**src/assert_macros.svh**
```systemverilog
// Assertion macros shared by the scale frame decoder RTL.
// Expects i_clk and active-low i_rst_n in the including scope.
`ifndef ASSERT_MACROS_SVH
`define ASSERT_MACROS_SVH

// Same-cycle implication, disabled while in reset.
`define SFWC_ASSERT_IMPLY(label, ante, cons, msg) \
    label: assert property (@(posedge i_clk) disable iff (!i_rst_n) (ante) |-> (cons)) \
        else $error(msg);

// Next-cycle implication, disabled while in reset.
`define SFWC_ASSERT_NEXT(label, ante, cons, msg) \
    label: assert property (@(posedge i_clk) disable iff (!i_rst_n) (ante) |=> (cons)) \
        else $error(msg);

`endif

```
**src/sfwc_pkg.sv**
```systemverilog
// Shared types, constants and decode helpers for the scale frame decoder.
// No dependencies.
package sfwc_pkg;

    localparam int unsigned THRESH_W = 30;
    localparam int unsigned DROP_W   = 40;
    localparam int unsigned BOUND_W  = 42;   // signed threshold minus drop limit
    localparam int unsigned WEIGHT_W = 49;
    localparam int unsigned DELTA_W  = 50;
    localparam int unsigned DIGITS_W = 24;
    localparam int unsigned MAG_W    = 21;   // unsigned six-digit value
    localparam int unsigned VALUE_W  = 22;   // signed six-digit value
    localparam int unsigned FACTOR_W = 28;   // 16 * 10^7 fits
    localparam int unsigned PADDR_W  = 4;
    localparam int unsigned PDATA_W  = 64;

    localparam logic [7:0] HEADER_VALUE = 8'hFF;
    localparam int unsigned NEG_BIT     = 5;

    localparam logic [1:0] LINK_FULL  = 2'd0;
    localparam logic [1:0] LINK_SHORT = 2'd1;

    // Register select is address bit 3 (registers sit on 8-byte strides).
    localparam logic REG_CHANGE_THRESHOLD = 1'b0;
    localparam logic REG_DROP_LIMIT       = 1'b1;

    localparam logic [THRESH_W-1:0] THRESH_RESET = 30'd100000;
    localparam logic [DROP_W-1:0]   DROP_RESET   = 40'd80000000;

    typedef enum logic [2:0] {
        RES_CHANGE     = 3'd0,
        RES_NO_CHANGE  = 3'd1,
        RES_SHORT_READ = 3'd2,
        RES_READ_ERROR = 3'd3,
        RES_BAD_HEADER = 3'd4
    } t_result_code;

    // 16 * 10^(7-dp)
    function automatic logic [FACTOR_W-1:0] scale_factor(input logic [2:0] dp);
        logic [FACTOR_W-1:0] f;
        case (dp)
            3'd0: f = 28'd160000000;
            3'd1: f = 28'd16000000;
            3'd2: f = 28'd1600000;
            3'd3: f = 28'd160000;
            3'd4: f = 28'd16000;
            3'd5: f = 28'd1600;
            3'd6: f = 28'd160;
            3'd7: f = 28'd16;
            default: f = 28'd16;
        endcase
        return f;
    endfunction

    // Two packed digits; nibbles above 9 are taken at face value.
    function automatic logic [7:0] byte_digits(input logic [7:0] b);
        return 8'(b[3:0]) + 8'(b[7:4]) * 8'd10;
    endfunction

endpackage

```
**src/sfwc_if.sv**
```systemverilog
// Valid/ready stream interfaces for scale frames and decode results.
// Depends on sfwc_pkg.
interface sfwc_frame_if;
    import sfwc_pkg::*;
    logic       valid;
    logic       ready;
    logic [1:0] link_status;
    logic [7:0] header_byte;
    logic [7:0] status_byte;
    logic [7:0] digits_low_byte;
    logic [7:0] digits_mid_byte;
    logic [7:0] digits_high_byte;

    modport source (output valid, link_status, header_byte, status_byte,
                    digits_low_byte, digits_mid_byte, digits_high_byte,
                    input ready);
    modport sink   (input valid, link_status, header_byte, status_byte,
                    digits_low_byte, digits_mid_byte, digits_high_byte,
                    output ready);
endinterface

interface sfwc_result_if;
    import sfwc_pkg::*;
    logic                      valid;
    logic                      ready;
    logic [2:0]                result_code;
    logic signed [DELTA_W-1:0] weight_delta;

    modport source (output valid, result_code, weight_delta, input ready);
    modport sink   (input valid, result_code, weight_delta, output ready);
endinterface

```
**src/scale_frame_weight_change_decoder.sv**
```systemverilog
// Scale frame weight-change decoder: one result per frame, one frame per cycle
// while the result receiver is ready. Path: input reg, value/scale reg, multiply
// reg, then the compare stage loads the output register.
// The compare stage holds the only state.
// Reset (sync, active low): pipeline empty, thresholds to defaults,
// stored weight and last digit bytes cleared.
`include "assert_macros.svh"

module scale_frame_weight_change_decoder (
    input  logic                           i_clk,
    input  logic                           i_rst_n,
    sfwc_frame_if.sink                     i_frame,
    sfwc_result_if.source                  o_result,
    input  logic                           psel,
    input  logic                           penable,
    input  logic                           pwrite,
    input  logic [sfwc_pkg::PADDR_W-1:0]   paddr,
    input  logic [sfwc_pkg::PDATA_W-1:0]   pwdata,
    output logic [sfwc_pkg::PDATA_W-1:0]   prdata,
    output logic                           pready
);
    import sfwc_pkg::*;

    // ------------------------------------------------------------------
    // Configuration registers. Low address bits are byte lanes, ignored.
    // r_lo_bound = threshold - drop limit, refreshed every cycle so the
    // compare stage does a single subtract plus two compares.
    // ------------------------------------------------------------------
    logic [THRESH_W-1:0]       r_change_threshold;
    logic [DROP_W-1:0]         r_drop_limit;
    logic signed [BOUND_W-1:0] r_lo_bound;
    logic                      w_cfg_write;

    assign pready      = 1'b1;
    assign w_cfg_write = psel && penable && pwrite;
    assign prdata      = (paddr[3] == REG_DROP_LIMIT)
                         ? {{(PDATA_W-DROP_W){1'b0}}, r_drop_limit}
                         : {{(PDATA_W-THRESH_W){1'b0}}, r_change_threshold};

    always_ff @(posedge i_clk) begin
        if (!i_rst_n) begin
            r_change_threshold <= THRESH_RESET;
            r_drop_limit       <= DROP_RESET;
            r_lo_bound         <= $signed({{(BOUND_W-THRESH_W){1'b0}}, THRESH_RESET})
                                - $signed({{(BOUND_W-DROP_W){1'b0}}, DROP_RESET});
        end else begin
            if (w_cfg_write && paddr[3] == REG_CHANGE_THRESHOLD) begin
                r_change_threshold <= pwdata[THRESH_W-1:0];
            end
            if (w_cfg_write && paddr[3] == REG_DROP_LIMIT) begin
                r_drop_limit <= pwdata[DROP_W-1:0];
            end
            r_lo_bound <= $signed({{(BOUND_W-THRESH_W){1'b0}}, r_change_threshold})
                        - $signed({{(BOUND_W-DROP_W){1'b0}}, r_drop_limit});
        end
    end

    // ------------------------------------------------------------------
    // Flow control: each stage moves when the one after it is empty or
    // moving, so bubbles collapse and input stays open behind a stalled
    // output register.
    // ------------------------------------------------------------------
    logic r_a_valid, r_b_valid, r_c_valid, r_out_valid;
    logic w_out_free, w_c_free, w_b_free, w_a_free;

    assign w_out_free    = !r_out_valid || o_result.ready;
    assign w_c_free      = !r_c_valid || w_out_free;
    assign w_b_free      = !r_b_valid || w_c_free;
    assign w_a_free      = !r_a_valid || w_b_free;
    assign i_frame.ready = w_a_free;

    // Stage A: registered frame.
    logic [1:0]          r_a_link;
    logic [7:0]          r_a_header;
    logic [7:0]          r_a_status;
    logic [DIGITS_W-1:0] r_a_digits;

    always_ff @(posedge i_clk) begin
        if (!i_rst_n) begin
            r_a_valid <= 1'b0;
        end else if (w_a_free) begin
            r_a_valid <= i_frame.valid;
        end
    end

    always_ff @(posedge i_clk) begin
        if (w_a_free && i_frame.valid) begin
            r_a_link   <= i_frame.link_status;
            r_a_header <= i_frame.header_byte;
            r_a_status <= i_frame.status_byte;
            r_a_digits <= {i_frame.digits_high_byte, i_frame.digits_mid_byte,
                           i_frame.digits_low_byte};
        end
    end

    // A -> B: link/header screening, BCD value, scale factor.
    t_result_code              n_b_code;
    logic                      n_b_frame_ok;
    logic [MAG_W-1:0]          w_mag;
    logic signed [VALUE_W-1:0] n_b_value;

    always_comb begin
        n_b_frame_ok = 1'b0;
        if (r_a_link == LINK_SHORT) begin
            n_b_code = RES_SHORT_READ;
        end else if (r_a_link != LINK_FULL) begin
            n_b_code = RES_READ_ERROR;       // includes the unused link code
        end else if (r_a_header != HEADER_VALUE) begin
            n_b_code = RES_BAD_HEADER;
        end else begin
            n_b_code     = RES_NO_CHANGE;    // settled later in the compare stage
            n_b_frame_ok = 1'b1;
        end
    end

    assign w_mag = MAG_W'(byte_digits(r_a_digits[7:0]))
                 + MAG_W'(byte_digits(r_a_digits[15:8])) * 21'd100
                 + MAG_W'(byte_digits(r_a_digits[23:16])) * 21'd10000;

    assign n_b_value = r_a_status[NEG_BIT] ? -$signed({1'b0, w_mag})
                                           :  $signed({1'b0, w_mag});

    // Stage B
    t_result_code              r_b_code;
    logic                      r_b_frame_ok;
    logic signed [VALUE_W-1:0] r_b_value;
    logic [FACTOR_W-1:0]       r_b_factor;
    logic [DIGITS_W-1:0]       r_b_digits;

    always_ff @(posedge i_clk) begin
        if (!i_rst_n) begin
            r_b_valid <= 1'b0;
        end else if (w_b_free) begin
            r_b_valid <= r_a_valid;
        end
    end

    always_ff @(posedge i_clk) begin
        if (w_b_free && r_a_valid) begin
            r_b_code     <= n_b_code;
            r_b_frame_ok <= n_b_frame_ok;
            r_b_value    <= n_b_value;
            r_b_factor   <= scale_factor(r_a_status[2:0]);
            r_b_digits   <= r_a_digits;
        end
    end

    // B -> C: signed value times scale, 22x29 bits.
    logic signed [VALUE_W+FACTOR_W:0] w_product;
    assign w_product = r_b_value * $signed({1'b0, r_b_factor});

    // Stage C
    t_result_code               r_c_code;
    logic                       r_c_frame_ok;
    logic signed [WEIGHT_W-1:0] r_c_weight;
    logic [DIGITS_W-1:0]        r_c_digits;

    always_ff @(posedge i_clk) begin
        if (!i_rst_n) begin
            r_c_valid <= 1'b0;
        end else if (w_c_free) begin
            r_c_valid <= r_b_valid;
        end
    end

    always_ff @(posedge i_clk) begin
        if (w_c_free && r_b_valid) begin
            r_c_code     <= r_b_code;
            r_c_frame_ok <= r_b_frame_ok;
            r_c_weight   <= $signed(w_product[WEIGHT_W-1:0]);
            r_c_digits   <= r_b_digits;
        end
    end

    // ------------------------------------------------------------------
    // Compare stage: repeat check against last digits, delta against the
    // stored weight. Change when delta > threshold (rise) or
    // delta <= threshold - drop limit (bag change).
    // ------------------------------------------------------------------
    logic [DIGITS_W-1:0]        r_last_digit_bytes;
    logic signed [WEIGHT_W-1:0] r_stored_weight;
    logic signed [DELTA_W-1:0]  w_delta;
    logic                       w_take, w_repeat, w_change;
    logic                       n_store_digits, n_store_weight;
    t_result_code               n_out_code;
    logic signed [DELTA_W-1:0]  n_out_delta;

    assign w_take   = r_c_valid && w_out_free;
    assign w_repeat = r_c_digits == r_last_digit_bytes;
    assign w_delta  = $signed({r_c_weight[WEIGHT_W-1], r_c_weight})
                    - $signed({r_stored_weight[WEIGHT_W-1], r_stored_weight});
    assign w_change = (w_delta > $signed({{(DELTA_W-THRESH_W){1'b0}}, r_change_threshold}))
                   || (w_delta <= $signed({{(DELTA_W-BOUND_W){r_lo_bound[BOUND_W-1]}},
                                           r_lo_bound}));

    always_comb begin
        n_out_code     = r_c_code;
        n_out_delta    = '0;
        n_store_digits = 1'b0;
        n_store_weight = 1'b0;
        if (r_c_frame_ok) begin
            if (w_repeat) begin
                n_out_code = RES_NO_CHANGE;
            end else begin
                n_store_digits = 1'b1;
                if (w_change) begin
                    n_out_code     = RES_CHANGE;
                    n_out_delta    = w_delta;
                    n_store_weight = 1'b1;
                end else begin
                    n_out_code = RES_NO_CHANGE;
                end
            end
        end
    end

    always_ff @(posedge i_clk) begin
        if (!i_rst_n) begin
            r_last_digit_bytes <= '0;
            r_stored_weight    <= '0;
        end else if (w_take) begin
            if (n_store_digits) begin
                r_last_digit_bytes <= r_c_digits;
            end
            if (n_store_weight) begin
                r_stored_weight <= r_c_weight;
            end
        end
    end

    // Output register
    t_result_code              r_out_code;
    logic signed [DELTA_W-1:0] r_out_delta;

    always_ff @(posedge i_clk) begin
        if (!i_rst_n) begin
            r_out_valid <= 1'b0;
        end else if (w_out_free) begin
            r_out_valid <= r_c_valid;
        end
    end

    always_ff @(posedge i_clk) begin
        if (w_take) begin
            r_out_code  <= n_out_code;
            r_out_delta <= n_out_delta;
        end
    end

    assign o_result.valid        = r_out_valid;
    assign o_result.result_code  = r_out_code;
    assign o_result.weight_delta = r_out_delta;

    // ------------------------------------------------------------------
    // Assertions
    // ------------------------------------------------------------------
    `SFWC_ASSERT_IMPLY(a_delta_only_on_change, r_out_valid && (r_out_code != RES_CHANGE), r_out_delta == '0, "nonzero delta on a non-change result")
    `SFWC_ASSERT_IMPLY(a_weight_moves_on_change, !$stable(r_stored_weight), r_out_valid && (r_out_code == RES_CHANGE), "stored weight updated without a change result")
    `SFWC_ASSERT_IMPLY(a_digits_move_on_decode, !$stable(r_last_digit_bytes), r_out_valid && ((r_out_code == RES_CHANGE) || (r_out_code == RES_NO_CHANGE)), "last digits updated by a rejected frame")
    `SFWC_ASSERT_NEXT(a_stall_keeps_item, r_c_valid && !w_out_free, r_c_valid, "item dropped from compare stage while stalled")

endmodule

```
**src/flat_wrapper.sv**
```systemverilog
// flat-port wrapper written by rule: the top's interface ports become plain ports
module scale_frame_weight_change_decoder_flat import sfwc_pkg::*;
  (i_clk, i_rst_n, psel, penable, pwrite, paddr, pwdata, prdata, pready, i_frame_valid, i_frame_link_status, i_frame_header_byte, i_frame_status_byte, i_frame_digits_low_byte, i_frame_digits_mid_byte, i_frame_digits_high_byte, i_frame_ready, o_result_valid, o_result_result_code, o_result_weight_delta, o_result_ready);
  sfwc_frame_if i_frame_i ();
  sfwc_result_if o_result_i ();
  input  logic i_clk;
  input  logic i_rst_n;
  input  logic psel;
  input  logic penable;
  input  logic pwrite;
  input  logic [sfwc_pkg::PADDR_W-1:0] paddr;
  input  logic [sfwc_pkg::PDATA_W-1:0] pwdata;
  output logic [sfwc_pkg::PDATA_W-1:0] prdata;
  output logic pready;
  input wire logic [$bits(i_frame_i.valid)-1:0] i_frame_valid;
  input wire logic [$bits(i_frame_i.link_status)-1:0] i_frame_link_status;
  input wire logic [$bits(i_frame_i.header_byte)-1:0] i_frame_header_byte;
  input wire logic [$bits(i_frame_i.status_byte)-1:0] i_frame_status_byte;
  input wire logic [$bits(i_frame_i.digits_low_byte)-1:0] i_frame_digits_low_byte;
  input wire logic [$bits(i_frame_i.digits_mid_byte)-1:0] i_frame_digits_mid_byte;
  input wire logic [$bits(i_frame_i.digits_high_byte)-1:0] i_frame_digits_high_byte;
  output wire logic [$bits(i_frame_i.ready)-1:0] i_frame_ready;
  output wire logic [$bits(o_result_i.valid)-1:0] o_result_valid;
  output wire logic [$bits(o_result_i.result_code)-1:0] o_result_result_code;
  output wire logic [$bits(o_result_i.weight_delta)-1:0] o_result_weight_delta;
  input wire logic [$bits(o_result_i.ready)-1:0] o_result_ready;
  assign i_frame_i.valid = i_frame_valid;
  assign i_frame_i.link_status = i_frame_link_status;
  assign i_frame_i.header_byte = i_frame_header_byte;
  assign i_frame_i.status_byte = i_frame_status_byte;
  assign i_frame_i.digits_low_byte = i_frame_digits_low_byte;
  assign i_frame_i.digits_mid_byte = i_frame_digits_mid_byte;
  assign i_frame_i.digits_high_byte = i_frame_digits_high_byte;
  assign i_frame_ready = i_frame_i.ready;
  assign o_result_valid = o_result_i.valid;
  assign o_result_result_code = o_result_i.result_code;
  assign o_result_weight_delta = o_result_i.weight_delta;
  assign o_result_i.ready = o_result_ready;
  scale_frame_weight_change_decoder u_core (.i_clk(i_clk), .i_rst_n(i_rst_n), .i_frame(i_frame_i), .o_result(o_result_i), .psel(psel), .penable(penable), .pwrite(pwrite), .paddr(paddr), .pwdata(pwdata), .prdata(prdata), .pready(pready));
endmodule
```
**config.mk**
```make
export PLATFORM = sky130hd
export DESIGN_NAME = scale_frame_weight_change_decoder_flat
export DESIGN_NICKNAME = d
export VERILOG_FILES = /design/src/sfwc_pkg.sv /design/src/sfwc_if.sv /design/src/scale_frame_weight_change_decoder.sv /design/src/flat_wrapper.sv
export VERILOG_INCLUDE_DIRS = /design/src /design/src/src
export SDC_FILE = /design/constraint.sdc
export NUM_CORES = 2
export LEC_CHECK = 0
export BUFFER_PORTS_ARGS = -buffer_cell sky130_fd_sc_hd__buf_4
export CORE_ASPECT_RATIO = 1.75
export CORE_MARGIN = 5
export CORE_UTILIZATION = 29
export DETAILED_ROUTE_END_ITERATION = 12
export PLACE_DENSITY = 0.42
export SLEW_MARGIN = 30
export SYNTH_ARGS = -nofsm -noshare
export SYNTH_HDL_FRONTEND = slang
export SYNTH_SLANG_ARGS = --single-unit
```
**constraint.sdc**
```tcl
create_clock -name i_clk -period 13.3 [get_ports i_clk]
set_clock_uncertainty 0.15 [all_clocks]
set_input_delay 0.665 -clock i_clk [delete_from_list [all_inputs] [get_ports i_clk]]
set_output_delay 0.665 -clock i_clk [all_outputs]
set_load 0.05 [all_outputs]
```
Yosys cells after proc, flatten, opt, wreduce, memory -nomap -nowiden
Memories as Yosys holds them, arrays and structs flattened. A register that Yosys moved wholly into a read port is not among the register bits.
Index checks and enable logic that the tools add are counted.
{"block": "word_totals", "register_bits": 436, "out_inout_bits": 120, "rom_bits": 168, "n_memories": 1, "wordCells": 84, "in_bits": 117}
{"memory": "(no name shown)", "words": 8, "width": 21, "read_ports": 1, "rd_clocked_by_memory_dff": 1, "write_ports": 0, "line_no": "sfwc_pkg.sv:41", "rtl": "case (dp)"}
{"block": "op_classes", "magnitude_cmp": 2, "n_reduce_logical": 22, "mux": 13, "n_eq_ne": 3, "add_sub_neg": 8, "bitwise_logic": 3, "mul": 6}
{"cell": "$gt A50 B31 Y1", "count": 1}
{"cell": "$le A50 B41 Y1", "count": 1}
{"cell": "$sub A49 B49 Y50", "count": 1}
{"cell": "$mul A22 B29 Y49", "count": 1}
{"cell": "$sub A30 B40 Y41", "count": 1}
{"cell": "$mux W40", "count": 1}
{"cell": "$add A4 B8 Y8", "count": 3}
{"cell": "$eq A24 B24 Y1", "count": 1}
{"cell": "$neg A21 Y22", "count": 1}
{"cell": "$add A21 B21 Y21", "count": 1}
{"cell": "$mul A4 B3 Y7 const B", "count": 3}
{"cell": "$mux W21", "count": 1}
{"cell": "$mul A8 B10 Y17 const B", "count": 1}
{"cell": "$add A8 B15 Y16", "count": 1}
{"cell": "$mul A8 B5 Y13 const B", "count": 1}
{"cell": "$mux W3", "count": 3}
{"cell": "$logic_and A1 B1 Y1", "count": 8}
{"cell": "$mux W1", "count": 8}
{"cell": "$ne A8 B8 Y1 const B", "count": 1}
{"cell": "$logic_or A1 B1 Y1", "count": 5}
{"cell": "$logic_not A1 Y1", "count": 4}
{"cell": "$reduce_and A2 Y1", "count": 2}
{"cell": "$not A1 Y1", "count": 3}
{"cell": "$reduce_or A3 Y1", "count": 1}
{"cell": "other kinds (3)", "count": 3}

Depth between registers and ports, before layout
{"block": "depth", "word_depth": 7, "depth_mapped": 31, "mapped_depth_nobuf": 31}

Least setup slack after synthesis
OpenSTA, ideal clock, no wires.
{"block": "synth_timing", "path_type": "register to register", "startpoint": "register u_core.r_b_value[21]", "endpoint": "register u_core.r_c_weight[45], data pin", "t_arrival_ns": 7.228, "path_stages_with_launch": 24, "t_required_ns": 13.015, "synth_period_minus_slack_ns": 7.513, "path_buffers": 1, "slack_ns": 5.787, "setup_time_ns": 0.135, "cell_sequence": "edfxtp_1 > clkbuf_1 > nand2b_1 > fa_1 > inv_1 > fa_1 > fa_1 > inv_1 > fa_1 > fa_1 > inv_1 > fa_1 > fa_1 > ha_1 > a21oi_1 > o21ai_0 > a21oi_1 > a2bb2oi_1 > o311a_1 > o21ai_0 > a41oi_1 > o21ai_0 > or4b_2 > nand3_1"}
{"block": "synth_via", "elab_chain_cells": 1}
{"item": "start, declared", "line_no": "scale_frame_weight_change_decoder.sv:126", "rtl": "logic signed [VALUE_W-1:0] r_b_value;"}
{"item": "start signal, assigned", "line_no": "scale_frame_weight_change_decoder.sv:142", "rtl": "r_b_value <= n_b_value;"}
{"item": "$mul A22 B29 Y49", "line_no": "scale_frame_weight_change_decoder.sv:150", "rtl": "assign w_product = r_b_value * $signed({1'b0, r_b_factor});"}
{"item": "via u_core.w_product[45]", "line_no": "scale_frame_weight_change_decoder.sv:149", "rtl": "logic signed [VALUE_W+FACTOR_W:0] w_product;"}
{"item": "end signal, assigned", "line_no": "scale_frame_weight_change_decoder.sv:170", "rtl": "r_c_weight <= $signed(w_product[WEIGHT_W-1:0]);"}
{"item": "end, declared", "line_no": "scale_frame_weight_change_decoder.sv:155", "rtl": "logic signed [WEIGHT_W-1:0] r_c_weight;"}
The timed path passes the listed nets, and every way through them passes these cells.
A chain may end at the register's enable or synchronous reset.

Final worst setup path
{"block": "layout_timing", "startpoint": "register u_core.r_b_factor[17]", "endpoint": "register u_core.r_c_weight[45], data pin"}
{"block": "layout_via", "elab_chain_cells": 1}
{"item": "start, declared", "line_no": "scale_frame_weight_change_decoder.sv:127", "rtl": "logic [FACTOR_W-1:0] r_b_factor;"}
{"item": "$mul A22 B29 Y49", "line_no": "scale_frame_weight_change_decoder.sv:150"}
{"item": "via u_core.w_product[45]", "line_no": "scale_frame_weight_change_decoder.sv:149"}
The timed path passes the listed nets, and every way through them passes these cells.

==> flow_summary.ini <==
[cells_and_area]
syn_to_final_growth_pct = 12.2
nFillCells = 14200
regArea_mm2 = 0.0104
multi_input_area_mm2 = 0.0263
final_nets = 5306
layout-drive-gt1-share_pct = 7.73

[worst_setup_path]
critPathCaptureType = register
cp_max_fo = 22
path_class = register to register
rrSetupSlack_ns = 4.55
startpoint_type = register
critical_path_arrival_ns = 9.07
cp.required_ns = 13.62

[timing]
max_slew_margin_pct = 35.2
worstMarginPinSlew_ns = 0.972
hold_viol = 0
setup_viol = 0
min_period_ns = 8.75
finalSetupTns_ns = 0
fin_crit_sh_pct = 65.8
rsz0062_at_grt = false
max_freq_mhz = 114
maxSlewViolCount = 0

[grt]
busiest_layer = met2
met3_usage_pct = 1.77
antenna_found_initial = 4
grt.total_usage_pct = 16.5
use_met1_pct = 16.9
grt_remaining_overflow = 0
grt_pass1_vias = 31100
grt_start_max_net_pins = 88
grt_pass1_wl_um = 186000
grt_util_met2_pct = 33.6

[detailed_routing]
num_vias = 28400
drt_iter0_drc = 965
dr.pass1.iters = 7
drc = 0
vias_per_cell = 4.60
routed_wl_um = 120000
drt-wirelength-per-cell_um = 19.4
ant_nets = 0

[clock_tree]
cts_max_level = 2
ctsResizeCount = 0
clk_latency_ns = 0.63
clockBufferDepth = 3
clock-sinks = 409
path_clk_slew_ns = 0.06
root_buffer = clkbuf_16
numCtsBuffers = 47
hold_buffers = 2
cts_tree = done
cts_setup_buffers = 0

[yosys]
async_flop_share_pct = 0
syn_area_per_cell_um2 = 9.51
ys.flop_type = edfxtp_1
synthDistinctLibCells = 94
yosysWarnings = 0
synth_edf_count = 225
synthesis.area_mm2 = 0.0399
syn_inst = 4194
seq_area_frac_synth_pct = 26.2
synth-seq-cells = 409

[die]
dieWidth_um = 290
fp.coreArea_mm2 = 0.137
dieArea_mm2 = 0.145
io_pins = 237
fp.dieH_um = 501
placementRows = 180
initial_core_util_pct = 29.1

[placed_design]
io_buffers = 176
place_congestion = 0.852
dp_hpwl_um = 100000

[run_status]
status = finished clean

[job]
drv_cap = 0

[min_path]
hp-class = primary input to register
==> logic make-up (layout without fill, tap and decap cells) <==
family | Yosys count | count (layout) | share of synthesized area, %
flops | 409 | 409 | 26.2
other cells | 2 | 31 | 0.0188
compound gates | 629 | 629 | 10.4
simple gates | 1167 | 1167 | 13.8
mux | 74 | 74 | 1.87
xor+xnor | 207 | 207 | 4.58
fa+ha+maj | 869 | 869 | 34.8
buf+inv | 837 | 975 | 8.32
==> metrics by stage <==
stage               setup WS [ns]  utilization [%]  area, µm²  hold WS [ns]  instances
detailed placement           4.52             31.5      43200         0.255       6089
global placement             4.49             31.4      43100         0.253       6084
CTS                          4.47             32.6      44800      0.000890       6179
finish                       4.55             32.6      44800        0.0652       6181
floorplan                    5.79                -      40000         0.250       4221
global route                 4.22             32.6      44800        0.0158       6180
==> cell usage after synthesis, types with 64 or more instances <==
| cell type | instances | area share, % |
|---|---|---|
| inv_1 | 667 | 6.3 |
| nand2_1 | 569 | 5.4 |
| ha_1 | 466 | 15 |
| fa_1 | 403 | 20 |
| edfxtp_1 | 225 | 17 |
| dfxtp_1 | 184 | 9.2 |
| and2_1 | 175 | 2.7 |
| a21oi_1 | 174 | 2.2 |
| nor2_1 | 143 | 1.3 |
| xnor2_1 | 128 | 2.8 |
| o21ai_0 | 121 | 1.5 |
| clkbuf_1 | 113 | 1.1 |
| xor2_1 | 78 | 1.7 |
| mux2i_1 | 70 | 1.8 |
| a21boi_0 | 64 | 1.2 |
==> final timing paths <==
kind	start	endpoint	depth (start not counted)
worst max-delay path	u_core.r_b_factor[17]$_SDFFCE_PP0P_	u_core.r_c_weight[45]$_DFFE_PP_	23
worst max register to register	u_core.r_b_factor[17]$_SDFFCE_PP0P_	u_core.r_c_weight[45]$_DFFE_PP_	23
worst min-delay path	i_frame_header_byte[4]	u_core.r_a_header[4]$_DFFE_PP_	1
worst min register to register	u_core.r_b_digits[20]$_DFFE_PP_	u_core.r_c_digits[20]$_DFFE_PP_	0
==> per-layer routing <==
metal	vias up	share of wire (%)
met5	-	0.022
met4	4	4.6
met3	202	2.7
met2	458	56
met1	13800	36
li1	13900	-
==> worst max-delay path, cell delays in order (launching register included) <==
cell,delay (ns)
edfxtp_1,0.99
nand2_1,0.34
fa_1,0.66
fa_1,0.46
fa_1,0.51
inv_1,0.06
fa_1,0.53
inv_1,0.06
fa_1,0.53
inv_1,0.06
fa_1,0.51
fa_1,0.49
ha_1,0.39
a21o_1,0.19
a21oi_1,0.18
o21ai_0,0.12
a21oi_1,0.21
a2bb2oi_1,0.19
o311a_1,0.32
o21ai_0,0.26
a41oi_1,0.37
o21ai_0,0.26
or4b_2,0.65
nand3_1,0.11
==> registers in the layout (all words and copies together), names as in the netlist, 4 cells and up <==
signal	flops
u_core.o_result.weight_delta	46
u_core.r_c_digits	24
u_core.r_c_weight	45
u_core.r_b_value	21
u_core.r_b_digits	24
u_core.r_b_factor	16
u_core.r_drop_limit	40
u_core.r_lo_bound	41
u_core.r_last_digit_bytes	24
u_core.r_stored_weight	45
u_core.r_a_header	8
u_core.r_a_digits	24
u_core.r_a_status	4
u_core.r_change_threshold	30
==> cells in the final DEF, fill, tap and decap left out, drive strengths merged, types with 29 or more instances in the layout <==
cell / instances
a21boi: 64
a21o: 63
a21oi: 175
and2: 176
buf: 216
clkbuf: 64
conb: 29
dfxtp: 184
edfxtp: 225
fa: 403
ha: 466
inv: 673
mux2i: 70
nand2: 569
nand2b: 34
nand3: 34
nand4: 39
nor2: 143
nor2b: 63
o21ai: 123
xnor2: 128
xor2: 78
==> cell type report <==
type / count / share of cell area [%]
clock inverters: 24 / 0.612
flip-flops and latches: 409 / 23.3
repair buffers: 218 / 3.73
diodes: 2 / 0.0112
clock buffers: 64 / 2.88
multi-input cells: 2975 / 58.8
well taps: 1820 / 5.09
inverters: 669 / 5.61
Power is left out: the tool's default activity adds up to more than one toggle a clock period on the data nets, which glitch-free logic cannot reach.
